===== config.mk =====
export PLATFORM = sky130hd
export DESIGN_NAME = length_prefixed_frame_deframer_flat
export DESIGN_NICKNAME = d
export VERILOG_FILES = /design/src/lpfd_pkg.sv /design/src/lpfd_ifs.sv /design/src/length_prefixed_frame_deframer.sv /design/src/lpfd_cfg_regs.sv /design/src/lpfd_parser.sv /design/src/lpfd_out_reg.sv /design/src/flat_wrapper.sv
export SDC_FILE = /design/constraint.sdc
export NUM_CORES = 1
export LEC_CHECK = 0
export ABC_CLOCK_PERIOD_IN_PS = 6370
export BUFFER_PORTS_ARGS = -buffer_cell sky130_fd_sc_hd__buf_4
export CORE_ASPECT_RATIO = 1.75
export CORE_UTILIZATION = 35
export DETAILED_ROUTE_END_ITERATION = 8
export PLACE_DENSITY_LB_ADDON = 0.12
export SYNTH_ARGS = -nofsm -noshare
export SYNTH_HDL_FRONTEND = slang
export SYNTH_SLANG_ARGS = --single-unit

===== constraint.sdc =====
create_clock -name clk -period 6.37 [get_ports clk]
set_clock_uncertainty 0.2 [all_clocks]
set_input_delay 0.3185 -clock clk [delete_from_list [all_inputs] [get_ports clk]]
set_output_delay 0.3185 -clock clk [all_outputs]
set_load 0.05 [all_outputs]

===== src/lpfd_pkg.sv =====
package lpfd_pkg;

  localparam int unsigned BYTE_W     = 8;
  localparam int unsigned LEN_W      = 32;
  localparam int unsigned POS_W      = 3;
  localparam int unsigned APB_ADDR_W = 4;
  localparam int unsigned APB_DATA_W = 32;

  localparam logic [BYTE_W-1:0] MARKER_BYTE  = 8'h01;
  localparam logic [LEN_W-1:0]  HEADER_BYTES = 32'd6;

  // header_pos values with a meaning of their own
  localparam logic [POS_W-1:0] POS_MARKER = 3'd0;
  localparam logic [POS_W-1:0] POS_TYPE   = 3'd1;
  localparam logic [POS_W-1:0] POS_LAST   = 3'd5;

  localparam logic [LEN_W-1:0]  RST_MAX_FRAME = 32'd65542;
  localparam logic [BYTE_W-1:0] RST_TYPE_A    = 8'd0;
  localparam logic [BYTE_W-1:0] RST_TYPE_B    = 8'd2;
  localparam logic [BYTE_W-1:0] RST_SEALED    = 8'd1;

  typedef enum logic [1:0] {
    KIND_DATA   = 2'd0,
    KIND_EMPTY  = 2'd1,
    KIND_REJECT = 2'd2
  } kind_t;

  typedef enum logic [1:0] {
    WHY_NONE   = 2'd0,
    WHY_MARKER = 2'd1,
    WHY_TYPE   = 2'd2,
    WHY_SIZE   = 2'd3
  } why_t;

  typedef enum logic [1:0] {
    REG_MAX_FRAME = 2'd0,
    REG_TYPE_A    = 2'd1,
    REG_TYPE_B    = 2'd2,
    REG_SEALED    = 2'd3
  } reg_idx_t;

  typedef struct packed {
    logic [LEN_W-1:0]  max_frame_size;
    logic [BYTE_W-1:0] plain_type_a;
    logic [BYTE_W-1:0] plain_type_b;
    logic [BYTE_W-1:0] sealed_type;
  } cfg_t;

  typedef struct packed {
    kind_t             kind;
    logic [BYTE_W-1:0] data;
    logic [BYTE_W-1:0] ftype;
    logic              fend;
    why_t              why;
  } result_t;

endpackage


===== src/lpfd_ifs.sv =====
interface lpfd_byte_if;
  logic                           valid;
  logic                           ready;
  logic [lpfd_pkg::BYTE_W-1:0]    in_byte;

  modport source (output valid, output in_byte, input ready);
  modport sink   (input valid, input in_byte, output ready);
endinterface

interface lpfd_result_if;
  logic                           valid;
  logic                           ready;
  logic [1:0]                     out_kind;
  logic [lpfd_pkg::BYTE_W-1:0]    out_byte;
  logic [lpfd_pkg::BYTE_W-1:0]    frame_kind;
  logic                           frame_end;
  logic [1:0]                     reject_reason;

  modport source (output valid, output out_kind, output out_byte, output frame_kind,
                  output frame_end, output reject_reason, input ready);
  modport sink   (input valid, input out_kind, input out_byte, input frame_kind,
                  input frame_end, input reject_reason, output ready);
endinterface


===== src/length_prefixed_frame_deframer.sv =====
// Path: an accepted byte passes the input register, then the result register;
//   header bytes give no result, but a rejected marker byte and the last header byte can.
// Throughput: one byte per cycle; the result register is the only point that stalls.
// Reset (rst, synchronous): clears both registers' valid flags and the frame state,
//   and loads the register defaults; no clearing pass.
module length_prefixed_frame_deframer (
  input  logic                              clk,
  input  logic                              rst,
  lpfd_byte_if.sink                         stream,
  lpfd_result_if.source                     result,
  input  logic                              psel,
  input  logic                              penable,
  input  logic                              pwrite,
  input  logic [lpfd_pkg::APB_ADDR_W-1:0]   paddr,
  input  logic [lpfd_pkg::APB_DATA_W-1:0]   pwdata,
  output logic [lpfd_pkg::APB_DATA_W-1:0]   prdata,
  output logic                              pready
);
  import lpfd_pkg::*;

  cfg_t    cfg;
  result_t res;
  result_t out_res;
  logic    res_valid;
  logic    res_take;

  lpfd_cfg_regs u_cfg (
    .clk     (clk),
    .rst     (rst),
    .psel    (psel),
    .penable (penable),
    .pwrite  (pwrite),
    .paddr   (paddr),
    .pwdata  (pwdata),
    .prdata  (prdata),
    .pready  (pready),
    .cfg     (cfg)
  );

  lpfd_parser u_parser (
    .clk       (clk),
    .rst       (rst),
    .cfg       (cfg),
    .in_valid  (stream.valid),
    .in_byte   (stream.in_byte),
    .in_ready  (stream.ready),
    .res_take  (res_take),
    .res_valid (res_valid),
    .res       (res)
  );

  lpfd_out_reg u_out (
    .clk       (clk),
    .rst       (rst),
    .load      (res_valid),
    .res       (res),
    .take      (res_take),
    .out_valid (result.valid),
    .out_ready (result.ready),
    .out_res   (out_res)
  );

  assign result.out_kind      = out_res.kind;
  assign result.out_byte      = out_res.data;
  assign result.frame_kind    = out_res.ftype;
  assign result.frame_end     = out_res.fend;
  assign result.reject_reason = out_res.why;

  // input side stalls only behind a waiting result
  a_stall_needs_result: assert property (@(posedge clk) disable iff (rst)
    !stream.ready |-> result.valid)
    else $error("input stalled with no result pending");

  a_reason_only_on_reject: assert property (@(posedge clk) disable iff (rst)
    result.valid && (result.out_kind != KIND_REJECT) |-> result.reject_reason == WHY_NONE)
    else $error("reason code on a non-reject transaction");

  a_reject_not_end: assert property (@(posedge clk) disable iff (rst)
    result.valid && (result.out_kind == KIND_REJECT) |-> !result.frame_end && result.out_byte == '0)
    else $error("reject transaction carries frame end or data");

  a_quiet_after_reset: assert property (@(posedge clk)
    $past(rst) |-> !result.valid)
    else $error("result valid right after reset");

endmodule


===== src/lpfd_cfg_regs.sv =====
module lpfd_cfg_regs (
  input  logic                              clk,
  input  logic                              rst,
  input  logic                              psel,
  input  logic                              penable,
  input  logic                              pwrite,
  input  logic [lpfd_pkg::APB_ADDR_W-1:0]   paddr,
  input  logic [lpfd_pkg::APB_DATA_W-1:0]   pwdata,
  output logic [lpfd_pkg::APB_DATA_W-1:0]   prdata,
  output logic                              pready,
  output lpfd_pkg::cfg_t                    cfg
);
  import lpfd_pkg::*;

  reg_idx_t idx;
  logic     wr_en;

  assign idx    = reg_idx_t'(paddr[APB_ADDR_W-1:2]);
  assign pready = 1'b1;
  assign wr_en  = psel && penable && pwrite && pready;

  always_ff @(posedge clk) begin
    if (rst) begin
      cfg.max_frame_size <= RST_MAX_FRAME;
      cfg.plain_type_a   <= RST_TYPE_A;
      cfg.plain_type_b   <= RST_TYPE_B;
      cfg.sealed_type    <= RST_SEALED;
    end else if (wr_en) begin
      unique case (idx)
        REG_MAX_FRAME: cfg.max_frame_size <= pwdata[LEN_W-1:0];
        REG_TYPE_A:    cfg.plain_type_a   <= pwdata[BYTE_W-1:0];
        REG_TYPE_B:    cfg.plain_type_b   <= pwdata[BYTE_W-1:0];
        REG_SEALED:    cfg.sealed_type    <= pwdata[BYTE_W-1:0];
        default:       ;
      endcase
    end
  end

  always_comb begin
    unique case (idx)
      REG_MAX_FRAME: prdata = APB_DATA_W'(cfg.max_frame_size);
      REG_TYPE_A:    prdata = APB_DATA_W'(cfg.plain_type_a);
      REG_TYPE_B:    prdata = APB_DATA_W'(cfg.plain_type_b);
      REG_SEALED:    prdata = APB_DATA_W'(cfg.sealed_type);
      default:       prdata = '0;
    endcase
  end

endmodule


===== src/lpfd_parser.sv =====
module lpfd_parser (
  input  logic                          clk,
  input  logic                          rst,
  input  lpfd_pkg::cfg_t                cfg,
  input  logic                          in_valid,
  input  logic [lpfd_pkg::BYTE_W-1:0]   in_byte,
  output logic                          in_ready,
  input  logic                          res_take,
  output logic                          res_valid,
  output lpfd_pkg::result_t             res
);
  import lpfd_pkg::*;

  // input register
  logic              in_full;
  logic [BYTE_W-1:0] byte_r;

  // frame state
  logic [POS_W-1:0]  header_pos, header_pos_next;
  logic              in_payload, in_payload_next;
  logic [BYTE_W-1:0] held_type, held_type_next;
  logic [LEN_W-1:0]  length_acc, length_acc_next;
  logic [LEN_W-1:0]  bytes_left, bytes_left_next;

  logic              has_res;
  logic              advance;
  logic [LEN_W-1:0]  acc_shift;
  logic [LEN_W-1:0]  limit;
  logic              max_small;
  logic              type_ok;

  assign acc_shift = {length_acc[LEN_W-BYTE_W-1:0], byte_r};
  assign max_small = cfg.max_frame_size < HEADER_BYTES;
  assign limit     = cfg.max_frame_size - HEADER_BYTES;
  assign type_ok   = (held_type == cfg.plain_type_a) || (held_type == cfg.plain_type_b) ||
                     (held_type == cfg.sealed_type);

  always_comb begin
    header_pos_next = header_pos;
    in_payload_next = in_payload;
    held_type_next  = held_type;
    length_acc_next = length_acc;
    bytes_left_next = bytes_left;
    has_res         = 1'b0;
    res             = '{kind: KIND_DATA, data: '0, ftype: '0, fend: 1'b0, why: WHY_NONE};

    priority if (in_payload) begin
      has_res   = 1'b1;
      res.data  = byte_r;
      res.ftype = held_type;
      res.fend  = bytes_left <= LEN_W'(1);
      if (res.fend) begin
        bytes_left_next = '0;
        in_payload_next = 1'b0;
        header_pos_next = POS_MARKER;
      end else begin
        bytes_left_next = bytes_left - LEN_W'(1);
      end
    end else if (header_pos == POS_MARKER) begin
      if (max_small) begin
        has_res  = 1'b1;
        res.kind = KIND_REJECT;
        res.why  = WHY_SIZE;
      end else if (byte_r != MARKER_BYTE) begin
        has_res  = 1'b1;
        res.kind = KIND_REJECT;
        res.why  = WHY_MARKER;
      end else begin
        header_pos_next = POS_TYPE;
        held_type_next  = '0;
        length_acc_next = '0;
      end
    end else if (header_pos == POS_TYPE) begin
      held_type_next  = byte_r;
      header_pos_next = header_pos + POS_W'(1);
    end else if (header_pos < POS_LAST) begin
      length_acc_next = acc_shift;
      header_pos_next = header_pos + POS_W'(1);
    end else begin
      // header complete: type check wins over size check
      length_acc_next = acc_shift;
      header_pos_next = POS_MARKER;
      res.ftype       = held_type;
      if (!type_ok) begin
        has_res  = 1'b1;
        res.kind = KIND_REJECT;
        res.why  = WHY_TYPE;
      end else if (max_small || acc_shift > limit) begin
        has_res  = 1'b1;
        res.kind = KIND_REJECT;
        res.why  = WHY_SIZE;
      end else if (acc_shift == '0) begin
        has_res  = 1'b1;
        res.kind = KIND_EMPTY;
        res.fend = 1'b1;
      end else begin
        bytes_left_next = acc_shift;
        in_payload_next = 1'b1;
      end
    end
  end

  // hold the byte only when its result has nowhere to go
  assign advance   = in_full && (!has_res || res_take);
  assign in_ready  = !in_full || advance;
  assign res_valid = advance && has_res;

  always_ff @(posedge clk) begin
    if (rst) begin
      in_full <= 1'b0;
    end else if (in_ready) begin
      in_full <= in_valid;
    end
  end

  always_ff @(posedge clk) begin
    if (in_ready && in_valid) begin
      byte_r <= in_byte;
    end
  end

  always_ff @(posedge clk) begin
    if (rst) begin
      header_pos <= POS_MARKER;
      in_payload <= 1'b0;
      held_type  <= '0;
      length_acc <= '0;
      bytes_left <= '0;
    end else if (advance) begin
      header_pos <= header_pos_next;
      in_payload <= in_payload_next;
      held_type  <= held_type_next;
      length_acc <= length_acc_next;
      bytes_left <= bytes_left_next;
    end
  end

endmodule


===== src/lpfd_out_reg.sv =====
module lpfd_out_reg (
  input  logic                 clk,
  input  logic                 rst,
  input  logic                 load,
  input  lpfd_pkg::result_t    res,
  output logic                 take,
  output logic                 out_valid,
  input  logic                 out_ready,
  output lpfd_pkg::result_t    out_res
);
  import lpfd_pkg::*;

  assign take = !out_valid || out_ready;

  always_ff @(posedge clk) begin
    if (rst) begin
      out_valid <= 1'b0;
    end else if (load) begin
      out_valid <= 1'b1;
    end else if (out_ready) begin
      out_valid <= 1'b0;
    end
  end

  always_ff @(posedge clk) begin
    if (load) begin
      out_res <= res;
    end
  end

endmodule


===== src/flat_wrapper.sv =====
// flat-port wrapper written by rule: the top's interface ports become plain ports
module length_prefixed_frame_deframer_flat import lpfd_pkg::*;
  (clk, rst, psel, penable, pwrite, paddr, pwdata, prdata, pready, stream_valid, stream_in_byte, stream_ready, result_valid, result_out_kind, result_out_byte, result_frame_kind, result_frame_end, result_reject_reason, result_ready);
  lpfd_byte_if stream_i ();
  lpfd_result_if result_i ();
  input  logic clk;
  input  logic rst;
  input  logic psel;
  input  logic penable;
  input  logic pwrite;
  input  logic [lpfd_pkg::APB_ADDR_W-1:0] paddr;
  input  logic [lpfd_pkg::APB_DATA_W-1:0] pwdata;
  output logic [lpfd_pkg::APB_DATA_W-1:0] prdata;
  output logic pready;
  input wire logic [$bits(stream_i.valid)-1:0] stream_valid;
  input wire logic [$bits(stream_i.in_byte)-1:0] stream_in_byte;
  output wire logic [$bits(stream_i.ready)-1:0] stream_ready;
  output wire logic [$bits(result_i.valid)-1:0] result_valid;
  output wire logic [$bits(result_i.out_kind)-1:0] result_out_kind;
  output wire logic [$bits(result_i.out_byte)-1:0] result_out_byte;
  output wire logic [$bits(result_i.frame_kind)-1:0] result_frame_kind;
  output wire logic [$bits(result_i.frame_end)-1:0] result_frame_end;
  output wire logic [$bits(result_i.reject_reason)-1:0] result_reject_reason;
  input wire logic [$bits(result_i.ready)-1:0] result_ready;
  assign stream_i.valid = stream_valid;
  assign stream_i.in_byte = stream_in_byte;
  assign stream_ready = stream_i.ready;
  assign result_valid = result_i.valid;
  assign result_out_kind = result_i.out_kind;
  assign result_out_byte = result_i.out_byte;
  assign result_frame_kind = result_i.frame_kind;
  assign result_frame_end = result_i.frame_end;
  assign result_reject_reason = result_i.reject_reason;
  assign result_i.ready = result_ready;
  length_prefixed_frame_deframer u_core (.clk(clk), .rst(rst), .stream(stream_i), .result(result_i), .psel(psel), .penable(penable), .pwrite(pwrite), .paddr(paddr), .pwdata(pwdata), .prdata(prdata), .pready(pready));
endmodule

==> impl_metrics.tcl <==
set metrics [dict create \
    average_wire_per_cell_in_the_routed_design_um 18.15 \
    detailedRoute.firstPassIterationCount 5 \
    setup_viol 0 \
    synth.largest_area_cell "sky130_fd_sc_hd__dfxtp_1" \
    cts_root_buffer "sky130_fd_sc_hd__clkbuf_16" \
    first_global_vias 7734 \
    critical_path.startpoint "u_core.u_cfg.cfg[27]" \
    wire_length_of_the_first_global_routing_pass_um 42160 \
    crit-reg2reg-launch "u_core.u_cfg.cfg[27]" \
    worstSetupEndpointType "output pin" \
    reg2reg_to "u_core.u_parser.byte_r[1]" \
    final_cell_area_um2 10670 \
    seq_area_frac_synth_pct 39.25 \
    gr-usage-all-layers_pct 21.67 \
    effective_utilization_at_floorplan_pct 35.84 \
    final_period_minus_worst_setup_slack_ns 5.919 \
    power_density_nw_per_um2 223.7 \
    via_count 7878 \
    fmax_ghz 0.1689 \
    num-nets-final 1223 \
    avgSynthCellArea_um2 8.467 \
    gp_routability_congestion 0.8194 \
    total_power_mw 2.386 \
    outcome "finished clean" \
    route.antenna.remaining_nets 0 \
    cts_inserted_buffers 17 \
    timing_worst_setup_path_type "register to output pin" \
    ir_drop_worst_vdd_v 0.0001745 \
    tritoncts_clock_tree "built" \
    worstMarginPinSlew_ns 1.150 \
    critPathLaunchType "register" \
    yosysWarnings 0 \
    synth_ff_type "sky130_fd_sc_hd__dfxtp_1" \
    syn2layout_area_growth_pct 23.39 \
    grt_antenna_before_repair 0 \
    timing.final.crit_share_pct 92.93 \
    power.leakage_nw 3.996 \
    reg2regPathDepth 17 \
    placement.io_buffers 103 \
    hold_class "input port to register" \
    cp.arrival_ns 5.40 \
    syn_inst 1021 \
    grt_start_max_net_pins 99 \
    n_antenna_cell 0 \
    cts.repair.resized 0 \
    drcViolationCount 0 \
    hold_slack_ns 0.05723 \
    async_flop_share_pct 0 \
    worstPathRequired_ns 5.85 \
    grt_setup_unrepaired "false" \
    fp.dieArea_um2 25360 \
    report.final.hold_viol_count 0 \
    setup_total_negative_slack_ns 0 \
    die_h_um 209.9 \
    drt-vias-per-instance 5.414 \
    fp.coreArea_um2 24120 \
    numClockSinks 155 \
    layout-drive-gt1-share_pct 15.08 \
    netlist_area_before_placement_um2 8645 \
    cts_setup_buffers 0 \
    synth_cell_type_count 61 \
    clock_path_buffers 2 \
    pin_count 107 \
    cts-htree-levels 4 \
    post_dp_cell_area_um2 9644 \
    worst_setup_hold_path_clk_slew_ns 0.07 \
    regArea_um2 3393 \
    fp-row-count 75 \
    die_width_um 120.8 \
    fin_util_pct 44.23 \
    finalWirelength_um 26410 \
    relSlewSlack_pct 23.16 \
    worst_path_max_fanout 7 \
    post-synth-top-area-fraction_pct 29.18 \
    final-max-slew-violation-count 0 \
    netlist_top_cells_area "sky130_fd_sc_hd__dfxtp_1, sky130_fd_sc_hd__edfxtp_1, sky130_fd_sc_hd__a21oi_1" \
    grt_remaining_overflow 0 \
    postSynthNetCount 1110 \
    setup.reg_to_reg.worst_slack_ns 0.75 \
    worstSkewPairLatency_ns 0.45 \
    synth_edf_count 29 \
    iteration_0_drc_count_of_the_detailed_router 316 \
    dp.final_hpwl_um 18550 \
    synth-seq-cells 155 \
    cap_violations 0 \
    multi_input_logic_area_um2 4923 \
    fill_cells 2424 \
    crit_path_end "stream_ready" \
]
==> how the worst min path moves through the flow <==
stage                                    from                             end  slack [ns]  depth (start not counted)
2_1_floorplan               stream_in_byte[0]       u_core.u_parser.byte_r[0]        0.22                          0
3_3_place_gp   u_core.u_parser.bytes_left[11]  u_core.u_parser.bytes_left[11]        0.26                          2
3_5_place_dp   u_core.u_parser.bytes_left[28]  u_core.u_parser.bytes_left[28]        0.27                          2
4_1_cts                                   rst            u_core.u_cfg.cfg[30]        0.05                          2
5_1_grt                                   rst            u_core.u_cfg.cfg[30]        0.07                          2
6_report                                  rst            u_core.u_cfg.cfg[30]        0.06                          2
==> cells in the final DEF, fill, tap and decap left out, types with 24 or more instances in the layout <==
| cell | Yosys | layout |
|---|---|---|
| sky130_fd_sc_hd__a21oi_1 | 123 | 123 |
| sky130_fd_sc_hd__and2_1 | 34 | 34 |
| sky130_fd_sc_hd__buf_4 | 2 | 116 |
| sky130_fd_sc_hd__dfxtp_1 | 126 | 126 |
| sky130_fd_sc_hd__dlygate4sd3_1 | 0 | 41 |
| sky130_fd_sc_hd__edfxtp_1 | 29 | 29 |
| sky130_fd_sc_hd__ha_1 | 38 | 38 |
| sky130_fd_sc_hd__nand2_1 | 110 | 110 |
| sky130_fd_sc_hd__nand3_1 | 24 | 24 |
| sky130_fd_sc_hd__nand4_1 | 40 | 40 |
| sky130_fd_sc_hd__nor2_1 | 83 | 83 |
| sky130_fd_sc_hd__nor3_1 | 28 | 27 |
| sky130_fd_sc_hd__nor4_1 | 30 | 30 |
| sky130_fd_sc_hd__o21ai_0 | 65 | 64 |
| sky130_fd_sc_hd__xnor2_1 | 29 | 29 |
| sky130_fd_sc_hd__xor2_1 | 28 | 28 |
==> metal layers <==
| layer | track usage, % | part of all wire, % |
|---|---|---|
| met5 | 0 | 0 |
| met1 | 23.99 | 40 |
| met3 | 2.989 | 2.3 |
| met2 | 39.66 | 54 |
| met4 | 11.07 | 3.7 |
==> metrics by stage <==
| stage | instances | worst slack [ns] |
|---|---|---|
| 6_report | 1455 | 0.4506 |
| 5_1_grt | 1455 | 0.1086 |
| 4_1_cts | 1455 | 0.3867 |
| 3_5_place_dp | 1382 | 0.6963 |
| 3_3_place_gp | 1382 | 0.7407 |
| 2_1_floorplan | 1021 | 1.241 |
==> kinds of logic (layout without fill, tap and decap cells) <==
group                      count (synthesis)  after routing  synth area share (%)
and+or+nand+nor                          420            420                 25.01
muxes                                     30             30                 4.632
other                                      1              1               0.04338
AOI/OAI and AO/OA                        238            238                 15.83
adders and majority gates                 38             38                 5.500
DFF                                      155            155                 39.25
xor gates and xnor gates                  57             57                 5.775
buffers and inverters                     82            208                 3.951
==> timing repair <==
action                     4_1_cts  5_1_grt
setup endpoints to repair        0        0
hold buffers                    41        0
hold endpoints to repair        64        0
==> worst max-delay path, cell delays in order (launching register included) <==
cell and delay (ns):
sky130_fd_sc_hd__dfxtp_1 0.40, sky130_fd_sc_hd__or4_4 0.60, sky130_fd_sc_hd__or3_1 0.40, sky130_fd_sc_hd__nor2_1 0.12
sky130_fd_sc_hd__nand2_1 0.08, sky130_fd_sc_hd__or2_2 0.34, sky130_fd_sc_hd__nor2_1 0.20, sky130_fd_sc_hd__nand2_1 0.10
sky130_fd_sc_hd__xor2_1 0.15, sky130_fd_sc_hd__ha_1 0.29, sky130_fd_sc_hd__nand4_1 0.17, sky130_fd_sc_hd__a2111oi_0 0.09
sky130_fd_sc_hd__or4_1 0.57, sky130_fd_sc_hd__a22oi_1 0.56, sky130_fd_sc_hd__a21oi_1 0.13, sky130_fd_sc_hd__o21ai_0 0.36
sky130_fd_sc_hd__or2_2 0.20, sky130_fd_sc_hd__buf_4 0.19
==> Yosys cell counts, types with 4 or more instances <==
master / instances
sky130_fd_sc_hd__edfxtp_1: 29
sky130_fd_sc_hd__nor2b_1: 16
sky130_fd_sc_hd__a221oi_1: 5
sky130_fd_sc_hd__buf_2: 8
sky130_fd_sc_hd__nand4_1: 40
sky130_fd_sc_hd__or2_2: 4
sky130_fd_sc_hd__and2_1: 34
sky130_fd_sc_hd__mux4_2: 8
sky130_fd_sc_hd__xnor2_1: 29
sky130_fd_sc_hd__nand3_1: 24
sky130_fd_sc_hd__or3_1: 4
sky130_fd_sc_hd__o21a_1: 4
sky130_fd_sc_hd__buf_1: 9
sky130_fd_sc_hd__mux2i_1: 22
sky130_fd_sc_hd__or4_1: 8
sky130_fd_sc_hd__ha_1: 38
sky130_fd_sc_hd__nor2_1: 83
sky130_fd_sc_hd__a21oi_1: 123
sky130_fd_sc_hd__a21o_1: 7
sky130_fd_sc_hd__xor2_1: 28
sky130_fd_sc_hd__nor4_1: 30
sky130_fd_sc_hd__dfxtp_1: 126
sky130_fd_sc_hd__clkbuf_1: 41
sky130_fd_sc_hd__a211oi_1: 6
sky130_fd_sc_hd__nand2_1: 110
sky130_fd_sc_hd__nand2b_1: 20
sky130_fd_sc_hd__o2bb2ai_1: 5
sky130_fd_sc_hd__nand3b_1: 4
sky130_fd_sc_hd__o21ai_0: 65
sky130_fd_sc_hd__inv_1: 19
sky130_fd_sc_hd__nor3_1: 28
==> layout make-up <==
type | count | area share [%]
sequential | 155 | 31.81
clock buffer | 17 | 3.988
tap | 308 | 3.613
inverter | 19 | 0.6686
multi-input combinational | 784 | 46.16
timing repair buffer | 157 | 12.01
clock inverter | 15 | 1.748
==> flip-flops by register name, summed over array words and instances, names as in the netlist <==
register and flops:
u_core.u_cfg.cfg 56, u_core.u_out.out_res 21, u_core.u_out.out_valid 1, u_core.u_parser.byte_r 8, u_core.u_parser.bytes_left 32, u_core.u_parser.header_pos 3
u_core.u_parser.held_type 8, u_core.u_parser.in_full 1, u_core.u_parser.in_payload 1, u_core.u_parser.length_acc 24
==> report_power, final <==
group          switching (mW)  internal (mW)
Combinational           0.164         0.0987
Sequential             0.0220           1.02
Clock                   0.460          0.625
Total                   0.646           1.74
Power figures use the tool's default switching activity.
